File: src/pip_pkg.sv
// Shared types, constants and codes for the point-in-polygon mask block.
package pip_pkg;

    localparam int MAX_VERTICES = 64;
    localparam int COORD_BITS   = 24;
    localparam int TAG_BITS     = 32;
    localparam int IDX_BITS     = $clog2(MAX_VERTICES);
    localparam int CNT_BITS     = $clog2(MAX_VERTICES + 1);
    localparam int ISSUE_BITS   = $clog2(MAX_VERTICES + 2);
    localparam int DIFF_BITS    = COORD_BITS + 1;
    localparam int PROD_BITS    = 2 * DIFF_BITS;
    localparam int QUEUE_DEPTH  = 2;
    localparam int QPTR_BITS    = $clog2(QUEUE_DEPTH);
    localparam int QCNT_BITS    = $clog2(QUEUE_DEPTH + 1);
    localparam int MAX_INFLIGHT = QUEUE_DEPTH + 2;
    localparam int PEND_BITS    = $clog2(MAX_INFLIGHT + 1);

    localparam logic [1:0] FUNC_APPEND = 2'd0;
    localparam logic [1:0] FUNC_TEST   = 2'd1;
    localparam logic [1:0] FUNC_CLEAR  = 2'd2;
    localparam logic [1:0] FUNC_NOP    = 2'd3;

    localparam logic [1:0] STATUS_OK    = 2'd0;
    localparam logic [1:0] STATUS_FULL  = 2'd1;
    localparam logic [1:0] STATUS_EMPTY = 2'd2;

    typedef enum logic [1:0] {
        OP_APPEND,
        OP_TEST,
        OP_CLEAR,
        OP_NOP
    } op_t;

    typedef enum logic {
        BK_IDLE,
        BK_WALK
    } back_state_t;

    typedef struct packed {
        logic [1:0]                   func;
        logic signed [COORD_BITS-1:0] coord_x;
        logic signed [COORD_BITS-1:0] coord_y;
        logic [TAG_BITS-1:0]          point_tag;
    } in_t;

    typedef struct packed {
        logic                inside_res;
        logic [TAG_BITS-1:0] tag_out;
        logic [1:0]          status;
    } out_t;

    typedef struct packed {
        op_t                          op;
        logic signed [COORD_BITS-1:0] coord_x;
        logic signed [COORD_BITS-1:0] coord_y;
        logic [TAG_BITS-1:0]          tag;
    } q_item_t;

    typedef struct packed {
        logic full;
        logic not_empty;
    } q_stat_t;

endpackage

File: src/pip_queue.sv
// Short FIFO of decoded transactions between front and back.
module pip_queue (
    input  logic              clk,
    input  logic              rst_n,
    input  logic              push,
    input  pip_pkg::q_item_t  push_item,
    input  logic              pop,
    output pip_pkg::q_item_t  head,
    output pip_pkg::q_stat_t  q_stat
);

    pip_pkg::q_item_t                  entry_reg [pip_pkg::QUEUE_DEPTH];
    logic [pip_pkg::QPTR_BITS-1:0]     wr_ptr_reg;
    logic [pip_pkg::QPTR_BITS-1:0]     wr_ptr_next;
    logic [pip_pkg::QPTR_BITS-1:0]     rd_ptr_reg;
    logic [pip_pkg::QPTR_BITS-1:0]     rd_ptr_next;
    logic [pip_pkg::QCNT_BITS-1:0]     cnt_reg;
    logic [pip_pkg::QCNT_BITS-1:0]     cnt_next;
    logic                              do_push;
    logic                              do_pop;

    assign q_stat.full      = (cnt_reg == pip_pkg::QCNT_BITS'(pip_pkg::QUEUE_DEPTH));
    assign q_stat.not_empty = (cnt_reg != '0);
    assign head             = entry_reg[rd_ptr_reg];
    assign do_push          = push && !q_stat.full;
    assign do_pop           = pop && q_stat.not_empty;

    always_comb
    begin
        wr_ptr_next = wr_ptr_reg;
        rd_ptr_next = rd_ptr_reg;
        cnt_next    = cnt_reg;
        if (do_push)
        begin
            wr_ptr_next = (wr_ptr_reg == pip_pkg::QPTR_BITS'(pip_pkg::QUEUE_DEPTH - 1))
                          ? '0 : wr_ptr_reg + 1'b1;
        end
        if (do_pop)
        begin
            rd_ptr_next = (rd_ptr_reg == pip_pkg::QPTR_BITS'(pip_pkg::QUEUE_DEPTH - 1))
                          ? '0 : rd_ptr_reg + 1'b1;
        end
        if (do_push && !do_pop)
        begin
            cnt_next = cnt_reg + 1'b1;
        end
        else if (do_pop && !do_push)
        begin
            cnt_next = cnt_reg - 1'b1;
        end
    end

    always_ff @(posedge clk or negedge rst_n)
    begin
        if (!rst_n)
        begin
            wr_ptr_reg <= '0;
            rd_ptr_reg <= '0;
            cnt_reg    <= '0;
        end
        else
        begin
            wr_ptr_reg <= wr_ptr_next;
            rd_ptr_reg <= rd_ptr_next;
            cnt_reg    <= cnt_next;
        end
    end

    always_ff @(posedge clk)
    begin
        if (do_push)
        begin
            entry_reg[wr_ptr_reg] <= push_item;
        end
    end

endmodule

File: config.mk
export PLATFORM = sky130hd
export DESIGN_NAME = pip_queue
export DESIGN_NICKNAME = d
export VERILOG_FILES = /design/src/pip_pkg.sv /design/src/pip_queue.sv
export SDC_FILE = /design/constraint.sdc
export NUM_CORES = 1
export LEC_CHECK = 0
export ABC_AREA = 1
export ABC_CLOCK_PERIOD_IN_PS = 11470
export BUFFER_PORTS_ARGS = -buffer_cell sky130_fd_sc_hd__buf_4
export CAP_MARGIN = 20
export CORE_ASPECT_RATIO = 0.75
export CORE_MARGIN = 2
export CORE_UTILIZATION = 55
export CTS_CLUSTER_DIAMETER = 200
export DETAILED_ROUTE_END_ITERATION = 8
export GPL_TIMING_DRIVEN = 0
export PLACE_DENSITY = 0.83
export SLEW_MARGIN = 15
export SYNTH_ARGS = -nofsm -noshare
export SYNTH_HDL_FRONTEND = slang
export SYNTH_SLANG_ARGS = --single-unit
File: constraint.sdc
create_clock -name clk -period 11.47 [get_ports clk]
set_input_delay 1.147 -clock clk [delete_from_list [all_inputs] [get_ports clk]]
set_output_delay 1.147 -clock clk [all_outputs]
set_load 0.01 [all_outputs]
Word level (Yosys, flattened, before mapping)
Memory sizes are Yosys's and may differ from the RTL's.
Cells that the tools add are included.
{"block": "word_totals", "out_inout_bits": 84, "input_bits": 86, "regBits": 4, "ram_bits": 164, "elab_cells": 24, "memories": 1}
{"block": "classes", "addsub": 4, "n_eq_ne": 1, "n_mux": 6, "reduce_logical": 9}
{"name": "entry_reg", "depth": 2, "word_bits": 82, "rd": 1, "rd_clocked_by_memory_dff": 0, "write_ports": 1, "line": "pip_queue.sv:12", "rtl": "pip_pkg::q_item_t entry_reg [pip_pkg::QUEUE_DEPTH];"}
{"op": "$logic_and 1x1->1", "n": 4}
{"op": "$mux 1", "n": 4}
{"op": "$mux 2", "n": 2}
{"op": "$reduce_bool 2->1", "n": 2}
{"op": "$logic_not 1->1", "n": 3}
{"op": "$add 1x1->1 const B", "n": 2}
{"op": "$add 2x1->2 const B", "n": 1}
{"op": "$eq 2x2->1 const B", "n": 1}
{"op": "$sub 2x1->2 const B", "n": 1}

Longest topological paths before layout
{"block": "logic_depth", "ltp_word": 7, "ltp_mapped": 9, "mapped_depth_nobuf": 9}

Worst setup path after synthesis
No wires, ideal clock.
{"block": "synth_timing", "kind": "input to register", "from": "input push", "to": "memory entry_reg[1][0] (netlist name) (enable)", "n_path_buf": 0, "path_stages": 2, "required_ns": 10.947, "setup_ns": 0.523, "t_arrival_ns": 4.670, "setup_slack_ns": 6.277, "cell_sequence": "o21ai_0 nor2_1"}
{"block": "synth_via", "elab_chain_cells": 3}
{"item": "start: declaration", "line": "pip_queue.sv:5", "rtl": "input logic push,"}
{"item": "$logic_and 1x1->1", "line": "pip_queue.sv:25", "rtl": "assign do_push = push && !q_stat.full;"}
{"item": "$mux 1", "line": "pip_queue.sv:71", "rtl": "if (do_push)"}
{"item": "$mux 1 (not written as such)", "line": "pip_queue.sv:73", "rtl": "entry_reg[wr_ptr_reg] <= push_item;"}
{"item": "end: declaration", "line": "pip_queue.sv:12"}
No other way between the ends.

==> results by group <==
Placement
  • GP Congestion: 0.744
  • DP Worst Slack: 8.76 ns
  • Hpwl dp: 8630 um
  • I/O Buffers: 169

Clocking
  • Post-CTS Setup Inserts: 0
  • TritonCTS Buffers: 17
  • CTS sink cnt: 168
  • Clock slew at reported path FFs: 0.06 ns
  • Post-CTS sizing: 0
  • # hold bufs at CTS: 0
  • CTS max path bufs: 2
  • Worst-Skew Late Latency: 0.42 ns
  • TritonCTS clock tree: built
  • Root Driver: clkbuf_16
  • H-tree levels: 4

GRT
  • Total GRT Usage: 0.216
  • Number of global-route vias before repair: 3898
  • Largest net degree at the start of global routing: 44
  • GRT overflow: 0
  • First-pass GRT wire length: 19400 um
  • Initial antenna violation count: 0

Synthesis
  • Largest family of logic cells by synthesized area: simple AND/OR/NAND/NOR gates
  • Compound-Gate Fraction of Synth Area: 0.000800
  • Asr flop ratio synth: 0.0238
  • Syn Area/Cell: 13.6 um^2
  • Top cells by count, synth: 257 x nand2_1, 164 x edfxtp_1, 14 x buf_6
  • Synth warn: 0
  • Syn_nets: 547
  • Cell taking the most area after synthesis: edfxtp_1
  • Cells after Synth: 460
  • Prevailing post-synth register cell: edfxtp_1
  • Synth Area in Simple Gates: 0.159
  • Mux cell area share after synthesis: 0
  • Post-Synth XOR/XNOR Area: 0.00140
  • Sequential area share after synthesis: 0.803
  • Synth top area share: 0.787
  • Adder-cell area share of the yosys netlist: 0.00200
  • Mapped Area: 6260 um^2
  • Ranking of synthesized cells by area: edfxtp_1 79%, nand2_1 15%, buf_6 2.5%, dfrtp_1 1.6%, inv_1 0.42%
  • Post-synth cell types: 14
  • Post-synthesis register bit count: 168
  • Number of flops mapped to enable cells by yosys: 164
  • Most frequent cell after synthesis: nand2_1

STA
  • Fin. max-slew vios: 0
  • Setup ws final: 8.76 ns
  • Setup TNS: 0 ns
  • Rel. slew slack: 0.618
  • Worst-Margin Slew: 0.572 ns
  • Hold Fails Final Rpt: 0
  • Fin Hold WS: 0.497 ns
  • Final cycle utilization of the critical path: 0.236
  • Layout Skew: 0.0106 ns
  • Tmin final: 2.71 ns
  • Final setup violation count: 0
  • Max Clk Rate: 369 MHz
  • RSZ-0062 raised after global routing: false

Route
  • DR vias/cell: 4.95
  • Avg WL per Cell: 16.0 um
  • Antenna-violating nets left: 0
  • DR vias: 3983
  • DRT Pass-1 Iters: 6
  • Initial drt markers: 256
  • Post-route DRC: 0
  • DRT Wirelength: 12900 um

Floorplan
  • Die area: 12300 um^2
  • # rows: 33
  • Die width: 127 um
  • I/O pins: 170
  • CORE AREA: 11000 um^2
  • Initial Util: 0.567
  • Die height: 96.4 um

Critical path
  • CP Class: register to output pin
  • CP startpoint: rd_ptr_reg
  • Crit Path Max Fanout: 10
  • Critical path data arrival time: 1.56 ns
  • CP Launch Type: register
  • Reg2reg setup slack: 9.52 ns
  • Crit end category: output pin
  • R2r startpoint: cnt_reg[1]
  • WP data required: 10.32 ns

Cells and area
  • Max FFs per register: 164
  • ANT cells: 0
  • # nets final: 739
  • Fillers: 679
  • Share of cells above drive strength 1: 0.331
  • Area grow syn2layout: 34.1%
  • Final Util: 0.761

Run
  • MaxCap Viol Count: 0

Worst hold path
  • Hold_sp: wr_ptr_reg
  • Path type of the worst min-delay path: register to register

Power
  • Worst vdd ir: 164 uV
  • Power Dens Cells: 266 nW/um^2
  • LEAKAGE: 3.62 nW

Run status
  • Status: finished, final reports clean
## cells by family (layout without fill, tap and decap cells)
| kind of cell | after synthesis | after routing |
|---|---|---|
| xor gates and xnor gates | 1 | 1 |
| and+or+nand+nor | 263 | 263 |
| buffers and inverters | 26 | 231 |
| AOI/OAI and AO/OA | 1 | 1 |
| adders and majority gates | 1 | 1 |
| DFF | 168 | 168 |
## per-layer routing
| layer | part of all wire | vias up | track usage | wire (um) |
|---|---|---|---|---|
| met4 | 0.014 | 0 | 0.0870 | 176 |
| met1 | 0.42 | 1877 | 0.258 | 5350 |
| met5 | 0 | - | 0 | 0 |
| li1 | - | 1937 | - | - |
| met3 | 0.082 | 15 | 0.0762 | 1050 |
| met2 | 0.49 | 154 | 0.363 | 6280 |
## layout make-up
cell class | count | area [um^2] | share of cell area
Tap cell | 140 | 175 | 0.0209
Multi-Input combinational cell | 266 | 1030 | 0.122
Buffer | 18 | 183 | 0.0218
Sequential cell | 168 | 5020 | 0.599
Inverter | 8 | 32.5 | 0.00388
Timing Repair Buffer | 173 | 1360 | 0.163
Clock inverter | 13 | 154 | 0.0183
Clock buffer | 19 | 433 | 0.0516
## where the power goes
group          internal (mW)  leakage, nW  switching, mW
combinational          0.347         1.77          0.450
sequential             0.836         1.57         0.0350
clock                  0.341        0.274          0.227
## layout by cell type, fill, tap and decap left out, drive strengths merged
master and instances:
edfxtp 164, xnor2 1, inv 9, o21ai 1, ha 1, clkinvlp 3
bufinv 3, clkinv 6, nand2 257, clkbuf 19, nor2 3, nand3 2
buf 191, nand4 1, dfrtp 4
## worst paths after layout
check                           depth (start not counted)                to
worst min-delay path                                    2        wr_ptr_reg
worst min register to register                          2        wr_ptr_reg
worst max register to register                          6  entry_reg[0][62]
max in group asynchronous                               1        wr_ptr_reg
min in group asynchronous                               1        cnt_reg[1]
worst max-delay path                                    6          head[75]
## worst max-delay path, stage by stage (launching register included)
cell	delay (ns)
dfrtp_1	0.41
inv_2	0.06
buf_4	0.21
buf_6	0.17
nand2_1	0.07
nand2_1	0.09
buf_4	0.13
## through the flow
step / cells / area [um^2] / total power, mW
floorplan: 460 / 6260 / 1.30
global route: 805 / 8390 / 2.35
finish: 805 / 8390 / 2.24
global placement: 769 / 7700 / 1.65
detailed placement: 773 / 7800 / 1.68
CTS: 805 / 8390 / 2.26
(Power assumes the default switching activity.)
