### src/pip_pkg.sv
// Shared types, constants and codes for the point-in-polygon mask block.
package pip_pkg;

    localparam int MAX_VERTICES = 64;
    localparam int COORD_BITS   = 24;
    localparam int TAG_BITS     = 32;
    localparam int IDX_BITS     = $clog2(MAX_VERTICES);
    localparam int CNT_BITS     = $clog2(MAX_VERTICES + 1);
    localparam int ISSUE_BITS   = $clog2(MAX_VERTICES + 2);
    localparam int DIFF_BITS    = COORD_BITS + 1;
    localparam int PROD_BITS    = 2 * DIFF_BITS;
    localparam int QUEUE_DEPTH  = 2;
    localparam int QPTR_BITS    = $clog2(QUEUE_DEPTH);
    localparam int QCNT_BITS    = $clog2(QUEUE_DEPTH + 1);
    localparam int MAX_INFLIGHT = QUEUE_DEPTH + 2;
    localparam int PEND_BITS    = $clog2(MAX_INFLIGHT + 1);

    localparam logic [1:0] FUNC_APPEND = 2'd0;
    localparam logic [1:0] FUNC_TEST   = 2'd1;
    localparam logic [1:0] FUNC_CLEAR  = 2'd2;
    localparam logic [1:0] FUNC_NOP    = 2'd3;

    localparam logic [1:0] STATUS_OK    = 2'd0;
    localparam logic [1:0] STATUS_FULL  = 2'd1;
    localparam logic [1:0] STATUS_EMPTY = 2'd2;

    typedef enum logic [1:0] {
        OP_APPEND,
        OP_TEST,
        OP_CLEAR,
        OP_NOP
    } op_t;

    typedef enum logic {
        BK_IDLE,
        BK_WALK
    } back_state_t;

    typedef struct packed {
        logic [1:0]                   func;
        logic signed [COORD_BITS-1:0] coord_x;
        logic signed [COORD_BITS-1:0] coord_y;
        logic [TAG_BITS-1:0]          point_tag;
    } in_t;

    typedef struct packed {
        logic                inside_res;
        logic [TAG_BITS-1:0] tag_out;
        logic [1:0]          status;
    } out_t;

    typedef struct packed {
        op_t                          op;
        logic signed [COORD_BITS-1:0] coord_x;
        logic signed [COORD_BITS-1:0] coord_y;
        logic [TAG_BITS-1:0]          tag;
    } q_item_t;

    typedef struct packed {
        logic full;
        logic not_empty;
    } q_stat_t;

endpackage

### src/pip_front.sv
// Front end: accepts transactions, decodes the function code, feeds the queue.
module pip_front (
    input  logic              clk,
    input  logic              rst_n,
    input  logic              start,
    output logic              busy,
    input  pip_pkg::in_t      item,
    input  pip_pkg::q_stat_t  q_stat,
    output logic              push,
    output pip_pkg::q_item_t  push_item
);

    logic             vld_reg;
    logic             vld_next;
    pip_pkg::q_item_t item_reg;
    pip_pkg::q_item_t item_next;
    logic             accept;

    assign busy      = vld_reg && q_stat.full;
    assign accept    = start && !busy;
    assign push      = vld_reg && !q_stat.full;
    assign push_item = item_reg;

    always_comb
    begin
        item_next.coord_x = item.coord_x;
        item_next.coord_y = item.coord_y;
        item_next.tag     = item.point_tag;
        case (item.func)
            pip_pkg::FUNC_APPEND: item_next.op = pip_pkg::OP_APPEND;
            pip_pkg::FUNC_TEST:   item_next.op = pip_pkg::OP_TEST;
            pip_pkg::FUNC_CLEAR:  item_next.op = pip_pkg::OP_CLEAR;
            default:              item_next.op = pip_pkg::OP_NOP;
        endcase
        if (accept)
        begin
            vld_next = 1'b1;
        end
        else if (push)
        begin
            vld_next = 1'b0;
        end
        else
        begin
            vld_next = vld_reg;
        end
    end

    always_ff @(posedge clk or negedge rst_n)
    begin
        if (!rst_n)
        begin
            vld_reg <= 1'b0;
        end
        else
        begin
            vld_reg <= vld_next;
        end
    end

    always_ff @(posedge clk)
    begin
        if (accept)
        begin
            item_reg <= item_next;
        end
    end

endmodule

### config.mk
export PLATFORM = sky130hd
export DESIGN_NAME = pip_front
export DESIGN_NICKNAME = d
export VERILOG_FILES = /design/src/pip_pkg.sv /design/src/pip_front.sv
export SDC_FILE = /design/constraint.sdc
export NUM_CORES = 1
export LEC_CHECK = 0
export BUFFER_PORTS_ARGS = -buffer_cell sky130_fd_sc_hd__buf_4
export CORE_ASPECT_RATIO = 1.75
export CORE_MARGIN = 1
export CORE_UTILIZATION = 44
export CTS_CLUSTER_DIAMETER = 100
export CTS_CLUSTER_SIZE = 24
export DETAILED_ROUTE_END_ITERATION = 8
export GPL_ROUTABILITY_DRIVEN = 1
export PLACE_DENSITY = 0.92
export SLEW_MARGIN = 20
export SYNTH_ARGS = -nofsm -noshare
export SYNTH_HDL_FRONTEND = slang
export SYNTH_SLANG_ARGS = --single-unit
### constraint.sdc
create_clock -name clk -period 13.7 [get_ports clk]
set_clock_uncertainty 0.15 [all_clocks]
set_input_delay 4.11 -clock clk [delete_from_list [all_inputs] [get_ports clk]]
set_output_delay 4.11 -clock clk [all_outputs]
set_load 0.05 [all_outputs]
# Yosys cells after proc, flatten, opt, wreduce, memory -nomap -nowiden
# Index checks and enable logic that the tools add are counted.
dict set report word_totals {
  reg_bits 83
  word_cells 17
  inputBits 87
  output_inout_bits 84
}
dict set report op_classes {
  muxes 3
  reduce_logical 7
  n_eq_ne 2
}
# operator count
set ops {}
lappend ops {{2-bit case mux with 3 select lines} 1}
lappend ops {{1-bit logical AND} 3}
lappend ops {{2-bit by 1-bit == test with 1-bit output, second input constant} 1}
lappend ops {{2-bit == test, second input constant} 1}
lappend ops {{1-bit zero test} 2}
lappend ops {{2-bit zero test} 1}
lappend ops {{1-bit two-way mux} 2}
lappend ops {{2-bit nonzero test} 1}

# Logic depth before layout (Yosys ltp)
# Gate-level depths: netlist of the first run.
dict set report logic_depth {
  depth_word 4
  ltp_mapped 1
  depth_no_buf 1
}

# Worst setup path after synthesis of the first run
# OpenSTA, ideal clock, no wires.
dict set report synth_timing {
  path_kind {input to register}
  from {input start}
  to {register item_reg, in the netlist push_item[0] (enable)}
  setup_slack_ps 2832
  path_stages 1
  required_ps 12901
  n_path_buf 0
  t_arrival_ps 10069
  cell_sequence {a21boi_0}
}
dict set report synth_via {
  elab_chain_cells 1
}
# element line
set synth_rtl {}
lappend synth_rtl {{from (decl)} pip_front.sv:5} ;# input logic start,
lappend synth_rtl {{1-bit logical AND} pip_front.sv:20} ;# assign accept = start && !busy;
lappend synth_rtl {{to (signal assigned)} pip_front.sv:65} ;# item_reg <= item_next;
lappend synth_rtl {{to (decl)} pip_front.sv:15} ;# pip_pkg::q_item_t item_reg;
# Every way passes these cells.
# A chain may end at the register's enable or synchronous reset.

# Worst setup path after layout of the first run
dict set report layout_timing {
  from {input q_stat[1] (netlist name)}
  to {output push}
}
dict set report layout_via {
  elab_chain_cells 2
}
# element line
set layout_rtl {}
lappend layout_rtl {{from (decl)} pip_front.sv:8} ;# input pip_pkg::q_stat_t q_stat,
lappend layout_rtl {{1-bit zero test} pip_front.sv:21} ;# assign push = vld_reg && !q_stat.full;
lappend layout_rtl {{1-bit logical AND} pip_front.sv:21}
lappend layout_rtl {{to (decl)} pip_front.sv:9} ;# output logic push,
# Every way passes these cells.

==> results.toml, run 1 <==
[floorplan]
row_count = 36
io_pins = 171
die_h_um = 102.3
coreArea_mm2 = 0.005540
die_area_mm2 = 0.006063
initial_core_util = 0.4562
dieWidth_um = 59.29

[worst_hold_path]
min_path_cells = 1
holdCritPathClass = "reg2reg"

[logic_synthesis]
ys_seq_area_frac = 0.9842
synth_area_mm2 = 0.002527
syn_nets = 176
yosys_register_bits = 83
syn-instance-count = 89
yosysWarnings = 0
avgSynthCellArea_um2 = 28.40
synth_cell_types = 7

[sta]
hold_viol_final = 0
finalMaxSlewViolations = 0
period_needed_ns = 8.882
fin_ws_ns = 4.818
setup_tns_ns = 0
worst_pin_slew_ns = 0.9933
fmax_mhz = 112.6
finalCritPeriodShare = 0.6483
slew-limit-headroom = 0.3378
setup_viol = 0
rsz0062_at_grt = "no"

[place]
pre_cts_slack_ns = 4.821
dpl.hpwl_um = 4033
place.gp.congestion = 0.6927
dpl_cell_area_mm2 = 0.003902
portBuffers = 169

[final_layout]
final_common_cell = "buf_4"
stdcell_area_mm2 = 0.004085
fin_nets = 355
seqCellArea_mm2 = 0.002487
drive_above_1_share = 0.6850
final_cell_mix = "170 x buf_4, 82 x edfxtp_1, 9 x clkbuf_8"
area_delta_synth_final_pct = 61.63
n_fill_cell = 349
multi_input_area_um2 = 43.79
diodes = 0
utilization = 0.7374
largest_reg_flops = 82

[cts]
cts.sinks = 83
cts-resized-gates = 0
ctsHtreeMaxLevel = 3
postCtsSetupRepairBufs = 0
cts-buffers-inserted = 9
cts_buffer_depth = 2
cts_tree = "yes"
cts-root-buf = "clkbuf_8"
worstSkewPairLatency_ns = 0.34
ctsHoldBuffers = 0
cts.clk_slew.worst_paths_ns = 0.07

[critical_path]
path_common_cell = "buf_4"
cp_slowest_stage_delay_ns = 0.20
cpLargestDelayFamily = "buffers and inverters"
crit_slowest_cell = "and2b_2"
crit_chain = "buf_4, and2b_2, buf_4"
reg2regPathDepth = 2
cp_num_buf_inv = 2
cp.depth = 3
required_ns = 9.44
crit_fanout = 4
critical_path_arrival_ns = 4.62
startpoint_type = "primary input"
crit_type = "in2out"
endpoint_kind = "output port"

[global_route]
grt_antenna_before_repair = 0
grt.overflow.total = 0
grt_pass1_vias = 1471
track_usage = 0.1770
grt_start_max_net_pins = 83
grt_pass1_wl_um = 7093

[pwr]
power_density_mw_per_mm2 = 135.7
vdd_drop_max_v = 0.00009167
leakage_nw = 1.722

[route]
via_per_inst = 4.390
drc = 0
first_iter_violations = 32
ant_nets = 0
drt-wirelength-per-cell_um = 15.83
num_vias = 1532
first_pass_iters = 4
wl_um = 5525

[flow_run]
cap_violations = 0

[run_status]
outcome = "finished, final reports clean"
==> per-layer routing <==
metal	vias to the layer above	global-route usage	wire length, um
met5	-	0	0
met4	0	0.1319	171
met3	12	0.08734	446
met2	86	0.3016	3192
met1	722	0.1515	1715
li1	712	-	-
==> worst reg2reg max path, delay by kind of cell (launching register included) <==
family | cells | cell delay (ns)
AO/OA/AOI/OAI | 1 | 0.13
buffers and inverters | 1 | 0.78
flip-flops | 1 | 0.43
==> stage by stage <==
stage | total power, mW | hold slack [ns] | instances
after floorplan | 0.3618 | 0.3312 | 89
after global placement | 0.3976 | 0.4115 | 333
after detailed placement | 0.4002 | 0.4278 | 333
after CTS | 0.5591 | 0.4448 | 349
after global routing | 0.5705 | 0.4649 | 349
final | 0.5544 | 0.4389 | 349
==> cells by family (layout without fill, tap and decap cells) <==
group,Yosys count,in the layout,synth area share
flops,83,83,0.9842
buf+inv,2,186,0.002971
simple gates,2,2,0.006437
compound gates,2,2,0.006437
==> where the power goes <==
group | leakage, nW | total [mW] | internal [mW] | switching, mW
Combinational | 0.838 | 0.0941 | 0.0323 | 0.0618
Clock | 0.0915 | 0.160 | 0.0816 | 0.0788
Sequential | 0.792 | 0.300 | 0.296 | 0.00389
Total | 1.72 | 0.554 | 0.410 | 0.144
==> cell usage after synthesis <==
cell type | instances | share of area
a21boi_0 | 1 | 0.0030
a21o_2 | 1 | 0.0035
and2_2 | 1 | 0.0030
and2b_2 | 1 | 0.0035
clkbuf_1 | 2 | 0.0030
dfrtp_1 | 1 | 0.0099
edfxtp_1 | 82 | 0.97
==> area by class of cell <==
cell class / instances / area share
Sequential cell: 83 / 0.6089
Timing Repair Buffer: 170 / 0.3124
Clock buffer: 9 / 0.03032
Tap cell: 76 / 0.02328
Clock inverter: 7 / 0.01440
Multi-Input combinational cell: 4 / 0.01072
==> final timing paths <==
kind / start / end / slack [ns]
max: q_stat[1] / push / 4.82
min: vld_reg / vld_reg / 0.44
max reg2reg: vld_reg / push_item[40] / 11.81
min reg2reg: vld_reg / vld_reg / 0.44
max in group asynchronous: rst_n / vld_reg / 9.94
min in group asynchronous: rst_n / vld_reg / 3.38
(Power assumes the default switching activity.)
==> inputs of run 2 (changes only) <==
- ABC_AREA: unset -> 1
- CORE_UTILIZATION: 44 -> 41
- PLACE_DENSITY: 0.92 -> 0.87
- clock period: 13.7 -> 8.8 ns (I/O delays scaled with it)
==> results.toml, run 2 <==
[sta]
fin_ws_ns = 2.935
hold_viol_final = 0
rsz0062_at_grt = "no"
finalMaxSlewViolations = 0
fmax_mhz = 170.5
setup_viol = 0
period_needed_ns = 5.865
setup_tns_ns = 0
slew-limit-headroom = 0.3491
finalCritPeriodShare = 0.6665
worst_pin_slew_ns = 0.9764

[route]
wl_um = 5354
dr_wl_met3_um = 426
via_per_inst = 4.376
wl_met1_um = 1541
highest_layer = "met4"
first_iter_violations = 96
wl_met2_um = 3187
ant_nets = 0
first_pass_iters = 4
drc = 0
num_vias = 1549
drt-wirelength-per-cell_um = 15.12

[logic_synthesis]
yosys.cell_count.top_type = "edfxtp_1"
synth_top_cell_area_share = 0.9762
async_flop_share = 0.01205
yosysWarnings = 0
synth_cell_types = 7
synth_edf_count = 82
yosys_most_used_dff = "edfxtp_1"
ys_seq_area_frac = 0.9861
ys_top_cells_by_area = "edfxtp_1 98%, dfrtp_1 0.99%, inv_1 0.45%"
avgSynthCellArea_um2 = 27.42
synth_area_mm2 = 0.002522
syn_nets = 179
yosys.area.top_type = "edfxtp_1"
syn-instance-count = 92
synth.top_cells.by_count = "82 x edfxtp_1, 3 x inv_1, 2 x clkbuf_1, 2 x nand2_1"
yosys_register_bits = 83

[place]
portBuffers = 169
place.gp.congestion = 0.6609
pre_cts_slack_ns = 2.931

[worst_hold_path]
min_path_cells = 2
holdCritPathClass = "reg2reg"
hp-start = "vld_reg"
min_to = "vld_reg"

[global_route]
grt_start_max_net_pins = 83
grt_antenna_before_repair = 0
grt_pass1_vias = 1560
track_usage = 0.1643
grt.overflow.total = 0
grt_pass1_wl_um = 7072

[critical_path]
required_ns = 6.01
regToRegSetupSlack_ns = 6.92
critical_path_arrival_ns = 3.08
path_common_cell = "buf_4"
crit_fanout = 3
cp_slowest_stage_delay_ns = 0.18
r2r-start = "vld_reg"
crit_type = "in2out"
startpoint_type = "primary input"
endpoint_kind = "output port"
r2r-end = "push_item[6]"
crit_chain = "buf_4, nand2_1, inv_1, buf_4"
crit_slowest_cell = "buf_4"
reg2regPathDepth = 2

[cts]
ctsHtreeMaxLevel = 3
cts-resized-gates = 0
cts.sinks = 83
ctsHoldBuffers = 0
worstSkewPairLatency_ns = 0.33
cts_tree = "yes"
postCtsSetupRepairBufs = 0
cts_buffer_depth = 2
cts-root-buf = "clkbuf_8"
cts-buffers-inserted = 9
cts.clk_slew.worst_paths_ns = 0.08

[final_layout]
seqCellArea_mm2 = 0.002487
n_fill_cell = 421
diodes = 0
final_common_cell = "buf_4"
largest_reg_flops = 82
multi_input_area_um2 = 27.53
drive_above_1_share = 0.6775
area_delta_synth_final_pct = 63.19
final_cell_mix = "170 x buf_4, 82 x edfxtp_1, 9 x clkbuf_8"
fin_nets = 358

[floorplan]
coreArea_mm2 = 0.005926
initial_core_util = 0.4257
die_area_mm2 = 0.006482
row_count = 37
die_h_um = 105.8
io_pins = 171
dieWidth_um = 61.29

[pwr]
leakage_nw = 1.740
power_density_mw_per_mm2 = 218.1
vdd_drop_max_v = 0.0001295
power_mw = 0.8978

[flow_run]
cap_violations = 0

[run_status]
outcome = "finished, final reports clean"
[run 2: cell count changes in the layout (fill, tap and decap cells not counted), sizes merged, moves of 2 or more]
cell      previous run  this run
clkinvlp             1         3
nand2                0         2
clkinv               5         2
inv                  0         3
[run 2: worst max-delay path: cells and delay by family]
| family | cells | cell delay [ns] |
|---|---|---|
| simple gates | 1 | 0.08 |
| buf+inv | 3 | 0.35 |
[run 2: worst max-delay path by stage]
stage                     startpoint      endpoint  cells after the start
final                      q_stat[1]          busy                      4
after global routing       q_stat[1]          busy                      4
after CTS                  q_stat[1]          busy                      4
after detailed placement   q_stat[1]          busy                      4
after global placement     q_stat[1]          push                      3
after floorplan                start  push_item[0]                      2
[run 2: routing by layer]
layer	vias to the layer above	track usage
li1	718	-
met1	728	0.1233
met2	88	0.2966
met3	15	0.06994
met4	0	0.1185
met5	-	0
[run 2: cell type report]
class | instances | share of cell area
sequential | 83 | 0.6043
multi-input combinational | 4 | 0.006687
timing repair buffer | 170 | 0.3100
clock inverter | 7 | 0.02249
inverter | 3 | 0.002736
tap | 78 | 0.02371
clock buffer | 9 | 0.03009
[run 2: per-stage QoR]
stage	instance area, um2	util	hold slack (ns)	cells
after floorplan	2522	-	0.3277	92
after global placement	3900	0.6582	0.4031	338
after detailed placement	3900	0.6582	0.4288	338
after CTS	4116	0.6947	0.4525	354
after global routing	4116	0.6947	0.4745	354
final	4116	0.6947	0.4459	354
[run 2: logic make-up after synthesis]
family,count (synthesis),share of synthesized area
buffers and inverters,5,0.007441
flip-flops,83,0.9861
AND/OR/NAND/NOR,3,0.004464
AO/OA/AOI/OAI,1,0.001982
[run 2: power by group]
part	internal, mW	total (mW)	switching (mW)
registers	0.461	0.467	0.00599
clock network	0.159	0.285	0.127
logic	0.0496	0.146	0.0960
==> inputs of run 3 (changes only) <==
- clock period: 8.8 -> 5.5 ns (I/O delays scaled with it)
==> results.toml, run 3 (synthesis gave the netlist of run 2 again) <==
[run_status]
outcome = "finished, final reports clean"

[final_layout]
n_fill_cell = 417
fin_nets = 358
diodes = 0
largest_reg_flops = 82
final_common_cell = "buf_4"
drive_above_1_share = 0.6558
final_cell_mix = "170 x buf_4, 82 x edfxtp_1, 9 x clkbuf_8"
multi_input_area_um2 = 27.53
seqCellArea_mm2 = 0.002487
area_delta_synth_final_pct = 61.61

[pwr]
leakage_nw = 1.726
power_density_mw_per_mm2 = 337.4
power_mw = 1.375
vdd_drop_max_v = 0.0002174

[sta]
worst_pin_slew_ns = 0.9744
finalMaxSlewViolations = 0
slew-limit-headroom = 0.3504
period_needed_ns = 3.887
finalCritPeriodShare = 0.7067
setup_viol = 0
fmax_mhz = 257.3
holdWs_ns = 0.4278
hold_viol_final = 0
rsz0062_at_grt = "no"
setup_tns_ns = 0

[cts]
ctsHoldBuffers = 0
cts-buffers-inserted = 9
cts.clk_slew.worst_paths_ns = 0.07
cts-resized-gates = 0
cts-root-buf = "clkbuf_8"
worstSkewPairLatency_ns = 0.34
cts_tree = "yes"
ctsHtreeMaxLevel = 3
postCtsSetupRepairBufs = 0
cts.sinks = 83
cts_buffer_depth = 2

[critical_path]
endpoint_kind = "output port"
regToRegSetupSlack_ns = 3.63
startpoint_type = "primary input"
required_ns = 3.70
critical_path_arrival_ns = 2.09
reg2regPathDepth = 2
crit_type = "in2out"
crit_fanout = 3

[route]
ant_nets = 0
first_pass_iters = 4
num_vias = 1558
drc = 0
drt-wirelength-per-cell_um = 15.38
wl_um = 5443
via_per_inst = 4.401
first_iter_violations = 95

[place]
portBuffers = 169
dpl.hpwl_um = 4054
place.gp.congestion = 0.7104

[floorplan]
dieWidth_um = 61.29
coreArea_mm2 = 0.005926
row_count = 37
die_h_um = 105.8
die_area_mm2 = 0.006482
io_pins = 171
initial_core_util = 0.4257

[global_route]
grt.overflow.total = 0
grt_start_max_net_pins = 83
track_usage = 0.1751
grt_antenna_before_repair = 0
grt_pass1_wl_um = 7603
grt_pass1_vias = 1601

[flow_run]
cap_violations = 0

[worst_hold_path]
min_path_cells = 2
holdCritPathClass = "reg2reg"
## run 3: cell count changes in the layout (fill, tap and decap cells not counted), sizes merged
cell and delta:
clkbuf +3, clkinvlp -3, bufinv -1, clkinv +1
## run 3: final cells by class
cell class,count,area share
Sequential cell,83,0.6102
Timing Repair Buffer,170,0.3131
Clock buffer,12,0.03315
Tap cell,78,0.02394
Clock inverter,4,0.01013
Multi-Input combinational cell,4,0.006753
Inverter,3,0.002762
## run 3: report_power, final
group	switching, mW	total (mW)	internal [mW]
Sequential	0.00979	0.748	0.738
Combinational	0.154	0.234	0.0794
Clock	0.188	0.394	0.206
Total	0.352	1.38	1.02
## run 3: critical path: stages
cell    delay, ns
buf_4        0.13
nor2_1       0.10
buf_4        0.20
## run 3: worst paths after layout
| kind | from | end |
|---|---|---|
| max | q_stat[1] | push |
| min | vld_reg | vld_reg |
| max reg2reg | vld_reg | push_item[43] |
| min reg2reg | vld_reg | vld_reg |
| max in group asynchronous | rst_n | vld_reg |
| min in group asynchronous | rst_n | vld_reg |
## run 3: through the flow
stage	cell area (um2)	setup WS, ns	util	std cells
after floorplan	2526	0.9945	-	92
after global placement	3900	1.629	0.6582	338
after detailed placement	3900	1.617	0.6582	338
after CTS	4076	1.613	0.6879	354
after global routing	4076	1.586	0.6879	354
final	4076	1.613	0.6879	354
## run 3: per-layer routing
layer  part of all wire  wire (um)  vias up  GRT usage
li1                   -          -      717          -
met1               0.28       1504      732     0.1415
met2               0.59       3219       91     0.3036
met3              0.096        521       18    0.08466
met4              0.036        197        0     0.1201
met5                  0          0        -          0
